`src/hdl/afp_pkg.sv`:
```
// Shared types, codes and helper functions of the AM824 stream format parser.
package afp_pkg;

	// Byte values of the format block.
	localparam logic [7:0] HIER_AM824      = 8'h90;
	localparam logic [7:0] SUB_COMPOUND    = 8'h40;
	localparam logic [7:0] SUB_SIMPLE_A    = 8'h00;
	localparam logic [7:0] SUB_SIMPLE_B    = 8'h01;
	localparam logic [7:0] SUB_SIMPLE_C    = 8'h90;
	localparam logic [7:0] SYNC_MASK       = 8'h04;
	localparam logic [7:0] CODE_88K2       = 8'h0A;
	localparam logic [7:0] CODE_DONTCARE   = 8'h0F;
	localparam logic [7:0] MUSIC_44K1      = 8'h01;
	localparam logic [7:0] MUSIC_48K       = 8'h02;

	// Rate codes reported in a summary.
	localparam logic [3:0] RATE_44K1     = 4'd3;
	localparam logic [3:0] RATE_48K      = 4'd4;
	localparam logic [3:0] RATE_88K2     = 4'd8;
	localparam logic [3:0] RATE_DONTCARE = 4'd9;
	localparam logic [3:0] RATE_UNKNOWN  = 4'd10;

	typedef enum logic [1:0] {
		ST_OK        = 2'd0,
		ST_TOO_SHORT = 2'd1,
		ST_BAD_HIER  = 2'd2,
		ST_BAD_SUB   = 2'd3
	} status_t;

	typedef enum logic [1:0] {
		SUB_NONE  = 2'd0,
		SUB_CMPD  = 2'd1,
		SUB_SMPL  = 2'd2,
		SUB_BAD   = 2'd3
	} sub_class_t;

	typedef enum logic {
		KIND_FIELD   = 1'b0,
		KIND_SUMMARY = 1'b1
	} item_kind_t;

	typedef enum logic {
		FMT_SIMPLE   = 1'b0,
		FMT_COMPOUND = 1'b1
	} format_kind_t;

	typedef struct packed {
		item_kind_t   item_kind;
		logic [7:0]   field_index;
		logic [7:0]   chan_count;
		logic [7:0]   fmt_code;
		status_t      status;
		format_kind_t format_kind;
		logic [3:0]   rate;
		logic         synchronized;
		logic [15:0]  total_channels;
		logic [7:0]   fields_parsed;
		logic         end_of_run;
	} result_t;

	// Push request from the parser into the result queue.
	typedef struct packed {
		logic [1:0] num;
		result_t    first;
		result_t    second;
	} push_t;

	function automatic logic [3:0] map_rate(input logic [7:0] code);
		logic [3:0] r;
		case (code) inside
			[8'h00:8'h07]: r = code[3:0];
			CODE_88K2:     r = RATE_88K2;
			CODE_DONTCARE: r = RATE_DONTCARE;
			default:       r = RATE_UNKNOWN;
		endcase
		return r;
	endfunction

	function automatic logic rate_missing(input logic [3:0] r);
		return (r == RATE_UNKNOWN) || (r == RATE_DONTCARE);
	endfunction

endpackage

```
`src/hdl/afp_if.sv`:
```
// Valid/ready channel interfaces for format block bytes and parser results.
interface afp_byte_if;
	logic       valid;
	logic       ready;
	logic [7:0] data_byte;
	logic       last_byte;

	modport source (output valid, output data_byte, output last_byte, input ready);
	modport sink   (input valid, input data_byte, input last_byte, output ready);
endinterface

interface afp_result_if;
	logic        valid;
	logic        ready;
	logic        item_kind;
	logic [7:0]  field_index;
	logic [7:0]  chan_count;
	logic [7:0]  fmt_code;
	logic [1:0]  status;
	logic        format_kind;
	logic [3:0]  rate;
	logic        synchronized;
	logic [15:0] total_channels;
	logic [7:0]  fields_parsed;
	logic        end_of_run;

	modport source (output valid, output item_kind, output field_index,
		output chan_count, output fmt_code, output status, output format_kind,
		output rate, output synchronized, output total_channels,
		output fields_parsed, output end_of_run, input ready);
	modport sink (input valid, input item_kind, input field_index,
		input chan_count, input fmt_code, input status, input format_kind,
		input rate, input synchronized, input total_channels,
		input fields_parsed, input end_of_run, output ready);
endinterface

```
`src/hdl/afp_result_fifo.sv`:
```
// Small result queue that takes up to two results a cycle and gives one.
module afp_result_fifo #(
	parameter int DEPTH = 4
) (
	input  logic             clk,
	input  logic             arst_n,
	input  afp_pkg::push_t   push,
	output logic             room2,
	output logic             head_valid,
	output afp_pkg::result_t head,
	input  logic             pop
);
	localparam int PtrW = (DEPTH > 1) ? $clog2(DEPTH) : 1;
	localparam int CntW = $clog2(DEPTH + 1);

	afp_pkg::result_t entry_q [DEPTH];
	logic [PtrW-1:0] wr_ptr_q, rd_ptr_q, wr_ptr_p1;
	logic [CntW-1:0] count_q;
	logic            do_pop;

	function automatic logic [PtrW-1:0] inc(input logic [PtrW-1:0] p);
		return (p == PtrW'(DEPTH - 1)) ? '0 : p + 1'b1;
	endfunction

	assign wr_ptr_p1  = inc(wr_ptr_q);
	assign head_valid = (count_q != '0);
	assign head       = entry_q[rd_ptr_q];
	assign room2      = (count_q <= CntW'(DEPTH - 2));
	assign do_pop     = pop && head_valid;

	always_ff @(posedge clk) begin
		if (push.num != 2'd0) begin
			entry_q[wr_ptr_q] <= push.first;
		end
		if (push.num == 2'd2) begin
			entry_q[wr_ptr_p1] <= push.second;
		end
	end

	always_ff @(posedge clk or negedge arst_n) begin
		if (!arst_n) begin
			wr_ptr_q <= '0;
			rd_ptr_q <= '0;
			count_q  <= '0;
		end else begin
			case (push.num)
				2'd1:    wr_ptr_q <= wr_ptr_p1;
				2'd2:    wr_ptr_q <= inc(wr_ptr_p1);
				default: wr_ptr_q <= wr_ptr_q;
			endcase
			if (do_pop) begin
				rd_ptr_q <= inc(rd_ptr_q);
			end
			count_q <= count_q + CntW'(push.num) - CntW'(do_pop);
		end
	end
endmodule

```
`src/hdl/am824_stream_format_parser.sv`:
```
// Top level of the AM824 stream format parser: byte decode, block state and result queue.
//
//   channel   | modport | transaction               | results per transaction
//   ----------+---------+---------------------------+------------------------
//   bytes     | sink    | one byte of a format blk  | -
//   results   | source  | one field or summary      | 0, 1 or 2 per byte
//
// One byte is taken per cycle while bytes.ready is high; its results land in the queue
// at the same edge and appear on results behind older entries. A final byte that closes a
// pair gives two results, which drain one per cycle while results.ready is high.
// bytes.ready is high while the queue has room for two entries, so a stall on results
// backs up into bytes only once the queue is nearly full. Reset clears the block state
// and empties the queue; the parser is then ready for byte 0 of a new block.
module am824_stream_format_parser #(
	parameter int MAX_BLOCK_BYTES = 1024,
	parameter int QUEUE_DEPTH     = 4
) (
	input  logic          clk,
	input  logic          arst_n,
	afp_byte_if.sink      bytes,
	afp_result_if.source  results
);
	localparam int PosW = $clog2(MAX_BLOCK_BYTES + 1);

	// Block state, cleared at reset and after each last byte.
	logic [PosW-1:0]       pos_q;
	logic                  hier_q;
	afp_pkg::sub_class_t   sub_q;
	logic [7:0]            third_q;
	logic                  sync_q;
	logic [7:0]            fourth_q;
	logic [7:0]            sixth_q;
	logic [7:0]            pend_q;
	logic [7:0]            fcnt_q;
	logic [15:0]           sum_q;

	// Next values before end-of-block clearing.
	logic [PosW-1:0]       pos_n;
	logic                  hier_n;
	afp_pkg::sub_class_t   sub_n;
	logic [7:0]            third_n;
	logic                  sync_n;
	logic [7:0]            fourth_n;
	logic [7:0]            sixth_n;
	logic [7:0]            pend_n;
	logic [7:0]            fcnt_n;
	logic [15:0]           sum_n;

	logic                  accept;
	logic                  in_range;
	logic                  field_fire;
	logic                  room2;
	logic [7:0]            b;
	logic [3:0]            smpl_rate;
	afp_pkg::result_t      field_res;
	afp_pkg::result_t      summ_res;
	afp_pkg::result_t      head;
	afp_pkg::push_t        push;

	assign bytes.ready = room2;
	assign accept      = bytes.valid && bytes.ready;
	assign b           = bytes.data_byte;
	assign in_range    = (pos_q < PosW'(MAX_BLOCK_BYTES));

	// Decode the byte against its position; past the size limit, hold everything.
	always_comb begin
		pos_n      = pos_q;
		hier_n     = hier_q;
		sub_n      = sub_q;
		third_n    = third_q;
		sync_n     = sync_q;
		fourth_n   = fourth_q;
		sixth_n    = sixth_q;
		pend_n     = pend_q;
		fcnt_n     = fcnt_q;
		sum_n      = sum_q;
		field_fire = 1'b0;
		if (in_range) begin
			pos_n = pos_q + 1'b1;
			case (pos_q)
				PosW'(0): hier_n = (b == afp_pkg::HIER_AM824);
				PosW'(1): begin
					if (b == afp_pkg::SUB_COMPOUND) begin
						sub_n = afp_pkg::SUB_CMPD;
					end else if (b == afp_pkg::SUB_SIMPLE_A || b == afp_pkg::SUB_SIMPLE_B
						|| b == afp_pkg::SUB_SIMPLE_C) begin
						sub_n = afp_pkg::SUB_SMPL;
					end else begin
						sub_n = afp_pkg::SUB_BAD;
					end
				end
				PosW'(2): third_n  = b;
				PosW'(3): sync_n   = |(b & afp_pkg::SYNC_MASK);
				PosW'(4): fourth_n = b;
				default: begin
					if (pos_q == PosW'(5)) begin
						sixth_n = b;
					end
					// Compound pairs: odd position holds the count, even emits the pair.
					if (hier_q && sub_q == afp_pkg::SUB_CMPD) begin
						if (pos_q[0]) begin
							pend_n = b;
						end else if (fcnt_q < fourth_q) begin
							field_fire = 1'b1;
							fcnt_n     = fcnt_q + 8'd1;
							sum_n      = sum_q + {8'd0, pend_q};
						end
					end
				end
			endcase
		end
	end

	// Simple-form rate: byte 2 upper nibble, then music code, then byte 4 nibble.
	always_comb begin
		smpl_rate = afp_pkg::RATE_UNKNOWN;
		if (third_n[7:4] != 4'd0) begin
			smpl_rate = afp_pkg::map_rate({4'd0, third_n[7:4]});
		end
		if (afp_pkg::rate_missing(smpl_rate)) begin
			if (sixth_n == afp_pkg::MUSIC_44K1) begin
				smpl_rate = afp_pkg::RATE_44K1;
			end else if (sixth_n == afp_pkg::MUSIC_48K) begin
				smpl_rate = afp_pkg::RATE_48K;
			end
		end
		if (afp_pkg::rate_missing(smpl_rate) && fourth_n[7:4] != 4'd0) begin
			smpl_rate = afp_pkg::map_rate({4'd0, fourth_n[7:4]});
		end
	end

	always_comb begin
		field_res                = '0;
		field_res.item_kind      = afp_pkg::KIND_FIELD;
		field_res.field_index    = fcnt_q;
		field_res.chan_count     = pend_q;
		field_res.fmt_code       = b;
		field_res.status         = afp_pkg::ST_OK;
		field_res.format_kind    = afp_pkg::FMT_COMPOUND;
		field_res.rate           = afp_pkg::RATE_UNKNOWN;
		field_res.end_of_run     = !bytes.last_byte;

		summ_res                 = '0;
		summ_res.item_kind       = afp_pkg::KIND_SUMMARY;
		summ_res.status          = afp_pkg::ST_OK;
		summ_res.format_kind     = afp_pkg::FMT_SIMPLE;
		summ_res.rate            = afp_pkg::RATE_UNKNOWN;
		summ_res.end_of_run      = 1'b1;
		if (pos_n < PosW'(2)) begin
			summ_res.status = afp_pkg::ST_TOO_SHORT;
		end else if (!hier_n) begin
			summ_res.status = afp_pkg::ST_BAD_HIER;
		end else if (sub_n == afp_pkg::SUB_CMPD) begin
			if (pos_n < PosW'(5)) begin
				summ_res.status = afp_pkg::ST_TOO_SHORT;
			end else begin
				summ_res.format_kind    = afp_pkg::FMT_COMPOUND;
				summ_res.rate           = afp_pkg::map_rate(third_n);
				summ_res.synchronized   = sync_n;
				summ_res.total_channels = sum_n;
				summ_res.fields_parsed  = fcnt_n;
			end
		end else if (sub_n == afp_pkg::SUB_SMPL) begin
			if (pos_n < PosW'(3)) begin
				summ_res.status = afp_pkg::ST_TOO_SHORT;
			end else begin
				summ_res.total_channels = 16'd2;
				summ_res.rate = (pos_n >= PosW'(6)) ? smpl_rate : afp_pkg::RATE_DONTCARE;
			end
		end else begin
			summ_res.status = afp_pkg::ST_BAD_SUB;
		end
	end

	// Queue the field result first, then the summary if this byte ends the block.
	always_comb begin
		push.num    = 2'd0;
		push.first  = field_fire ? field_res : summ_res;
		push.second = summ_res;
		if (accept) begin
			push.num = {1'b0, field_fire} + {1'b0, bytes.last_byte};
		end
	end

	always_ff @(posedge clk or negedge arst_n) begin
		if (!arst_n) begin
			pos_q    <= '0;
			hier_q   <= 1'b0;
			sub_q    <= afp_pkg::SUB_NONE;
			third_q  <= '0;
			sync_q   <= 1'b0;
			fourth_q <= '0;
			sixth_q  <= '0;
			pend_q   <= '0;
			fcnt_q   <= '0;
			sum_q    <= '0;
		end else if (accept) begin
			if (bytes.last_byte) begin
				// Drop the block and start over at byte 0.
				pos_q    <= '0;
				hier_q   <= 1'b0;
				sub_q    <= afp_pkg::SUB_NONE;
				third_q  <= '0;
				sync_q   <= 1'b0;
				fourth_q <= '0;
				sixth_q  <= '0;
				pend_q   <= '0;
				fcnt_q   <= '0;
				sum_q    <= '0;
			end else begin
				pos_q    <= pos_n;
				hier_q   <= hier_n;
				sub_q    <= sub_n;
				third_q  <= third_n;
				sync_q   <= sync_n;
				fourth_q <= fourth_n;
				sixth_q  <= sixth_n;
				pend_q   <= pend_n;
				fcnt_q   <= fcnt_n;
				sum_q    <= sum_n;
			end
		end
	end

	afp_result_fifo #(
		.DEPTH (QUEUE_DEPTH)
	) u_queue (
		.clk        (clk),
		.arst_n     (arst_n),
		.push       (push),
		.room2      (room2),
		.head_valid (results.valid),
		.head       (head),
		.pop        (results.ready)
	);

	assign results.item_kind      = head.item_kind;
	assign results.field_index    = head.field_index;
	assign results.chan_count     = head.chan_count;
	assign results.fmt_code       = head.fmt_code;
	assign results.status         = head.status;
	assign results.format_kind    = head.format_kind;
	assign results.rate           = head.rate;
	assign results.synchronized   = head.synchronized;
	assign results.total_channels = head.total_channels;
	assign results.fields_parsed  = head.fields_parsed;
	assign results.end_of_run     = head.end_of_run;
endmodule

```
`src/flat_wrapper.sv`:
```
// flat-port wrapper written by rule: the top's interface ports become plain ports
module am824_stream_format_parser_flat 
#(
	parameter int MAX_BLOCK_BYTES = 1024,
	parameter int QUEUE_DEPTH     = 4
)
  (clk, arst_n, bytes_valid, bytes_data_byte, bytes_last_byte, bytes_ready, results_valid, results_item_kind, results_field_index, results_chan_count, results_fmt_code, results_status, results_format_kind, results_rate, results_synchronized, results_total_channels, results_fields_parsed, results_end_of_run, results_ready);
  afp_byte_if bytes_i ();
  afp_result_if results_i ();
  input  logic clk;
  input  logic arst_n;
  input wire logic [$bits(bytes_i.valid)-1:0] bytes_valid;
  input wire logic [$bits(bytes_i.data_byte)-1:0] bytes_data_byte;
  input wire logic [$bits(bytes_i.last_byte)-1:0] bytes_last_byte;
  output wire logic [$bits(bytes_i.ready)-1:0] bytes_ready;
  output wire logic [$bits(results_i.valid)-1:0] results_valid;
  output wire logic [$bits(results_i.item_kind)-1:0] results_item_kind;
  output wire logic [$bits(results_i.field_index)-1:0] results_field_index;
  output wire logic [$bits(results_i.chan_count)-1:0] results_chan_count;
  output wire logic [$bits(results_i.fmt_code)-1:0] results_fmt_code;
  output wire logic [$bits(results_i.status)-1:0] results_status;
  output wire logic [$bits(results_i.format_kind)-1:0] results_format_kind;
  output wire logic [$bits(results_i.rate)-1:0] results_rate;
  output wire logic [$bits(results_i.synchronized)-1:0] results_synchronized;
  output wire logic [$bits(results_i.total_channels)-1:0] results_total_channels;
  output wire logic [$bits(results_i.fields_parsed)-1:0] results_fields_parsed;
  output wire logic [$bits(results_i.end_of_run)-1:0] results_end_of_run;
  input wire logic [$bits(results_i.ready)-1:0] results_ready;
  assign bytes_i.valid = bytes_valid;
  assign bytes_i.data_byte = bytes_data_byte;
  assign bytes_i.last_byte = bytes_last_byte;
  assign bytes_ready = bytes_i.ready;
  assign results_valid = results_i.valid;
  assign results_item_kind = results_i.item_kind;
  assign results_field_index = results_i.field_index;
  assign results_chan_count = results_i.chan_count;
  assign results_fmt_code = results_i.fmt_code;
  assign results_status = results_i.status;
  assign results_format_kind = results_i.format_kind;
  assign results_rate = results_i.rate;
  assign results_synchronized = results_i.synchronized;
  assign results_total_channels = results_i.total_channels;
  assign results_fields_parsed = results_i.fields_parsed;
  assign results_end_of_run = results_i.end_of_run;
  assign results_i.ready = results_ready;
  am824_stream_format_parser #(.MAX_BLOCK_BYTES(MAX_BLOCK_BYTES), .QUEUE_DEPTH(QUEUE_DEPTH)) u_core (.clk(clk), .arst_n(arst_n), .bytes(bytes_i), .results(results_i));
endmodule
```
`config.mk`:
```
export PLATFORM = sky130hd
export DESIGN_NAME = am824_stream_format_parser_flat
export DESIGN_NICKNAME = d
export VERILOG_FILES = /design/src/hdl/afp_pkg.sv /design/src/hdl/afp_if.sv /design/src/hdl/afp_result_fifo.sv /design/src/hdl/am824_stream_format_parser.sv /design/src/flat_wrapper.sv
export SDC_FILE = /design/constraint.sdc
export NUM_CORES = 1
export LEC_CHECK = 0
export BUFFER_PORTS_ARGS = -buffer_cell sky130_fd_sc_hd__clkbuf_2
export CORE_UTILIZATION = 35
export DETAILED_ROUTE_END_ITERATION = 6
export GPL_TIMING_DRIVEN = 0
export PLACE_DENSITY = 0.5
export SLEW_MARGIN = 20
export SYNTH_ARGS = -nofsm -noshare
export SYNTH_HDL_FRONTEND = slang
export SYNTH_SLANG_ARGS = --single-unit
```
`constraint.sdc`:
```
create_clock -name clk -period 11.2 [get_ports clk]
set_clock_uncertainty 0.15 [all_clocks]
set_input_delay 2.24 -clock clk [delete_from_list [all_inputs] [get_ports clk]]
set_output_delay 2.24 -clock clk [all_outputs]
set_load 0.005 [all_outputs]
```
## Yosys cells after proc, flatten, opt, wreduce, memory -nomap -nowiden

Memories as Yosys holds them, arrays and structs flattened.
Cells that the tools add are included.

| cells by class | value |
|---|---|
| reduce and logical (&&, ||, !) cells | 26 |
| equal/unequal tests | 29 |
| mux-type cells | 88 |
| order comparisons | 13 |
| add/subtract/negate cells | 9 |

Operators with widths:

| cell | number |
|---|---|
| 8-bit 2-to-1 mux | 22 |
| 16-bit 2-to-1 mux | 8 |
| 30-bit 2-to-1 mux | 3 |
| 4-bit 2-to-1 mux | 15 |
| 58-bit 2-to-1 mux | 1 |
| 4-bit equality test, second input constant | 8 |
| 2-bit 2-to-1 mux | 16 |
| 11-bit by 2-bit equality test with 1-bit output, second input constant | 2 |
| 11-bit by 3-bit equality test with 1-bit output, second input constant | 2 |
| 11-bit by 2-bit less-than comparator with 1-bit output, second input constant | 2 |
| 11-bit 2-to-1 mux | 2 |
| 1-bit 2-to-1 mux | 20 |
| 16-bit by 8-bit adder with 16-bit output | 1 |
| 8-bit by 1-bit equality test with 1-bit output, second input constant | 2 |
| 8-bit by 4-bit equality test with 1-bit output, second input constant | 2 |
| 2-bit nonzero test | 6 |
| 11-bit by 1-bit adder with 11-bit output, second input constant | 1 |
| 11-bit by 1-bit equality test with 1-bit output, second input constant | 1 |
| 11-bit by 3-bit greater-or-equal comparator with 1-bit output, second input constant | 1 |
| 11-bit logical NOT | 1 |
| 11-bit less-than comparator, second input constant | 1 |
| 11-bit by 3-bit less-than comparator with 1-bit output, second input constant | 1 |
| 2-bit equality test, second input constant | 5 |
| 8-bit by 1-bit adder with 8-bit output, second input constant | 1 |
| 25 further kinds | 41 |

| storage, ports and cells | value |
|---|---|
| memories | 1 |
| flip-flop bits (word level) | 78 |
| output and inout port bits | 60 |
| word-level logic and storage cells | 180 |
| RAM bits | 232 |

Memories:

| name | depth | width | read ports | clocked after Yosys merged registers in | write ports | line | text |
|---|---|---|---|---|---|---|---|
| u_core.u_queue.entry_q | 4 | 58 | 1 | 0 | 2 | afp_result_fifo.sv:16 | `afp_pkg::result_t entry_q [DEPTH];` |

## Logic depth before layout (Yosys ltp)

| depth | value |
|---|---|
| depth in word-level cells | 22 |
| gate-level depth with buffers | 22 |

## By module

Synthesis repeated with hierarchy kept, for this count alone.

| unflattened totals | value |
|---|---|
| cell total of the unflattened synthesis | 1322 |
| area, all modules | 17511.8 µm² |

Modules (own cells, without submodules):

| module | area each (µm²) | times used | cells an instance | sequential area each (µm²) |
|---|---|---|---|---|
| afp_result_fifo | 11816.3 | 1 | 620 | 7141.8 |
| am824_stream_format_parser | 5695.5 | 1 | 702 | 1776.7 |

## Worst setup path before layout

No wires, ideal clock.

| timing path | value |
|---|---|
| path type | input-to-reg |
| from | in bytes_valid |
| to | mem u_core.u_queue.entry_q[0][26] in the netlist's numbering (data pin) |
| arrival | 5.067 ns |
| stages | 13 |
| slack | 5.813 ns |
| setup time | 0.170 ns |
| cell sequence | and2_1 clkbuf_1 clkbuf_1 nand2_1 inv_1 ha_1 clkbuf_1 nand2_1 and2_1 clkbuf_1 inv_1 nand2_1 o31ai_1 |

RTL lines:

| element | line | text |
|---|---|---|
| from (decl) | flat_wrapper.sv:12 | `input wire logic [$bits(bytes_i.valid)-1:0] bytes_valid;` |
| to (decl) | afp_result_fifo.sv:16 |  |

==> results.yml <==
floorplan:
  rows: 75
  dieArea_um2: 44200
  die_span_in_x_um: 210
  fp.dieH_um: 210
  coreArea_um2: 42300
  initial_util_pct: 35.9
  boundaryPins: 73
logic_synthesis:
  dominantRegCellSynth: "edfxtp_1"
  synth_top_family_by_area: "compound AO/OA/AOI/OAI gates"
  netlist_area_um2: 15200
  synthesis.nets: 1402
  arithmetic_cell_share_of_the_synthesized_area_counting_full_adders_half_adders_and_majority_gates_pct: 3.31
  yosysWarnings: 0
  synth_seq_cells: 310
  synth_compound_area_share_pct: 14.7
  syn-mean-instance-area_um2: 11.2
  synth_top_cell_area_share_pct: 25.3
  synth.area.top_cells: "edfxtp_1 (25%), dfxtp_1 (14%), dfrtp_1 (13%), mux4_2 (8.6%), a22o_1 (5.8%)"
  syn-instance-count: 1350
  post_synth_xor_area_fraction_pct: 2.02
  async_flop_share_pct: 25.2
  yosysUniqueCellTypes: 71
  synth_simple_gate_area_share_pct: 13.3
  synth_enable_flop_cells: 128
  muxShareOfSynthArea_pct: 11.3
  share_of_the_yosys_chip_area_belonging_to_registers_pct: 51.9
  yosysTopAreaCell: "edfxtp_1"
run:
  drv_cap: 0
layout:
  most_common_cell_after_layout_fill_and_taps_aside: "nor2_1"
  drive_above_1_share_pct: 16.0
  fin_nets: 1514
  n_antenna_cell: 0
  synthToLayoutAreaGrowth_pct: 16.0
  most_used_cells_in_the_layout_excluding_fill_and_tap_cells: "nor2_1 (162), edfxtp_1 (128), nand2_1 (125), dfxtp_1 (104), a22o_1 (101)"
place:
  count_of_buffers_from_port_buffering: 68
  gpl.final_weighted_congestion: 0.861
  dp_hpwl_um: 31200
detailed_routing:
  dr_total_vias: 11180
  postRouteWirelength_um: 44400
  drt-pass1-iter-count: 5
  avgRoutedWirePerCell_um: 21.5
  ant_nets: 0
  route.detailed.vias_per_inst: 5.41
  drtIter0Drc: 789
  post_route_drc: 0
pwr:
  internal_power_mw: 2.47
  seqPwrFrac_pct: 36.8
  p_sw_share_pct: 32.8
  pwr_density_cell_nw_per_um2: 209
  clock_power_share_pct: 33.4
  switching_pwr_mw: 1.21
  vdd.ir_drop.worst_mv: 0.134
  cellLeakagePower_nw: 6.68
  power_mw: 3.68
  combinational_share_of_power_pct: 29.7
sta:
  finalHoldViolCount: 0
  rsz0062_at_grt: "false"
  final_period_minus_worst_setup_slack_ns: 6.18
  worst_slew_margin_rel_pct: 31.8
  tns_ns: 0
  finalMaxSlewViolations: 0
  worst_slew_pin_slew_ns: 1.02
  maxClockFrequency_ghz: 0.162
  final_min_period_over_clock_period_pct: 55.2
  setup_violations: 0
clocking:
  post_cts_buffers: 0
  tritoncts_num_sinks: 310
  tritoncts: "built"
  hold_buffers: 0
  root_cell_of_the_clock_tree: "clkbuf_16"
  cts_max_level: 2
  numCtsBuffers: 37
  cts.path.max_buffers: 3
  worstSkewPairLatency_ns: 0.54
  cts.repair.resized: 0
  clk_transition_reported_paths_ns: 0.06
grt:
  globalRouteOverflowTotal: 0
  grt_use_total_pct: 20.2
  wire_length_of_the_first_global_routing_pass_um: 67200
  vias_in_the_first_global_route: 10928
  maximum_number_of_pins_on_one_net_before_global_route_repair: 54
  antenna_found_initial: 1
run_status:
  run_status: "finished, final reports clean"
hold_path:
  timing.hold.worst.class: "reg -> reg"
worst_setup_path:
  timing.critical_path.from_type: "input pin"
  crit_path_end_kind: "flop"
  worstPathArrival_ns: 6.29
  worstPathRequired_ns: 11.31
  worst-setup-path-type: "in -> reg"
  critical_path_peak_fanout: 27
power by group through the flow:
stage	Sequential, mW	Clock [mW]	Combinational [mW]
floorplan	1.36	0	0.735
global placement	1.38	0	1.09
detailed placement	1.38	0	1.11
CTS	1.35	1.26	1.11
global route	1.37	1.30	1.21
finish	1.36	1.23	1.09
metrics by stage:
stage               hold WS, ns  worst slack (ns)  cells  util [%]  area (um2)
global route              0.322              4.89   2067      41.6       17600
finish                    0.296              5.02   2067      41.6       17600
global placement          0.281              3.29   1995      38.4       16200
CTS                       0.290              5.10   2067      41.6       17600
detailed placement        0.280              4.54   2000      38.6       16400
floorplan                 0.268              5.81   1350         -       15200
flip-flops by register name (all words and copies together) (netlist names):
| signal | count |
|---|---|
| u_core.hier_q | 1 |
| u_core.fcnt_q | 8 |
| u_core.pos_q | 11 |
| u_core.pend_q | 8 |
| u_core.u_queue.wr_ptr_q | 2 |
| u_core.u_queue.rd_ptr_q | 2 |
| u_core.sixth_q | 8 |
| u_core.sum_q | 16 |
| u_core.sync_q | 1 |
| u_core.fourth_q | 8 |
| u_core.u_queue.entry_q | 232 |
| u_core.sub_q | 2 |
| u_core.u_queue.count_q | 3 |
| u_core.third_q | 8 |
cells by family after synthesis:
family	after synthesis
muxes	97
AOI/OAI and AO/OA	309
buffers and inverters	133
DFF	310
xor gates and xnor gates	35
adders and majority gates	39
and+or+nand+nor	427
cell type report:
type	instances	area, um2
fillers	4142	24700
flip-flops and latches	310	7880
multi-input cells	907	6760
clock buffers	56	1090
well taps	577	722
repair buffers	73	457
plain buffers	100	412
clock inverters	11	161
inverters	33	124
critical path, cell delays in order:
cell	delay [ns]
clkbuf_2	0.08
and2_1	0.14
clkbuf_1	0.51
clkbuf_1	0.59
nand2_1	0.31
ha_1	0.28
clkbuf_1	0.20
and2_1	0.26
nor2_1	0.65
inv_2	0.30
buf_12	0.26
nand2_1	0.34
o31ai_1	0.11
path summary, 6_finish.rpt:
kind	depth (start not counted)	end	start	slack, ns
setup / recovery	13	u_core.u_queue.entry_q[1][28]$_DFFE_PP_	bytes_valid	5.02
hold / removal	2	u_core.u_queue.entry_q[2][57]$_SDFFE_PP1P_	u_core.u_queue.entry_q[2][57]$_SDFFE_PP1P_	0.30
setup reg to reg	22	u_core.u_queue.entry_q[0][16]$_DFFE_PP_	u_core.pos_q[0]$_DFFE_PN0P_	5.19
hold reg to reg	2	u_core.u_queue.entry_q[2][57]$_SDFFE_PP1P_	u_core.u_queue.entry_q[2][57]$_SDFFE_PP1P_	0.30
max in group asynchronous	2	u_core.u_queue.count_q[2]$_DFF_PN0_	arst_n	8.87
min in group asynchronous	1	u_core.sum_q[15]$_DFFE_PN0P_	arst_n	1.45
per-layer routing:
layer | track usage [%] | wire, um | vias to the layer above
met5 | 0 | 0 | -
met4 | 5.13 | 879 | 0
met3 | 3.81 | 2450 | 56
met2 | 33.7 | 21200 | 289
met1 | 27.0 | 19900 | 5587
li1 | - | - | 5248
synthesized netlist by cell type, types with 28 or more instances:
cell type and count:
clkbuf_1 64, nor2_1 162, a21oi_1 39, a22o_1 101
mux4_2 58, o21ai_0 56, inv_1 32, dfrtp_1 78
nand2_1 125, dfxtp_1 104, a22oi_1 28, mux2i_1 33
ha_1 37, edfxtp_1 128
(Power assumes the default switching activity.)
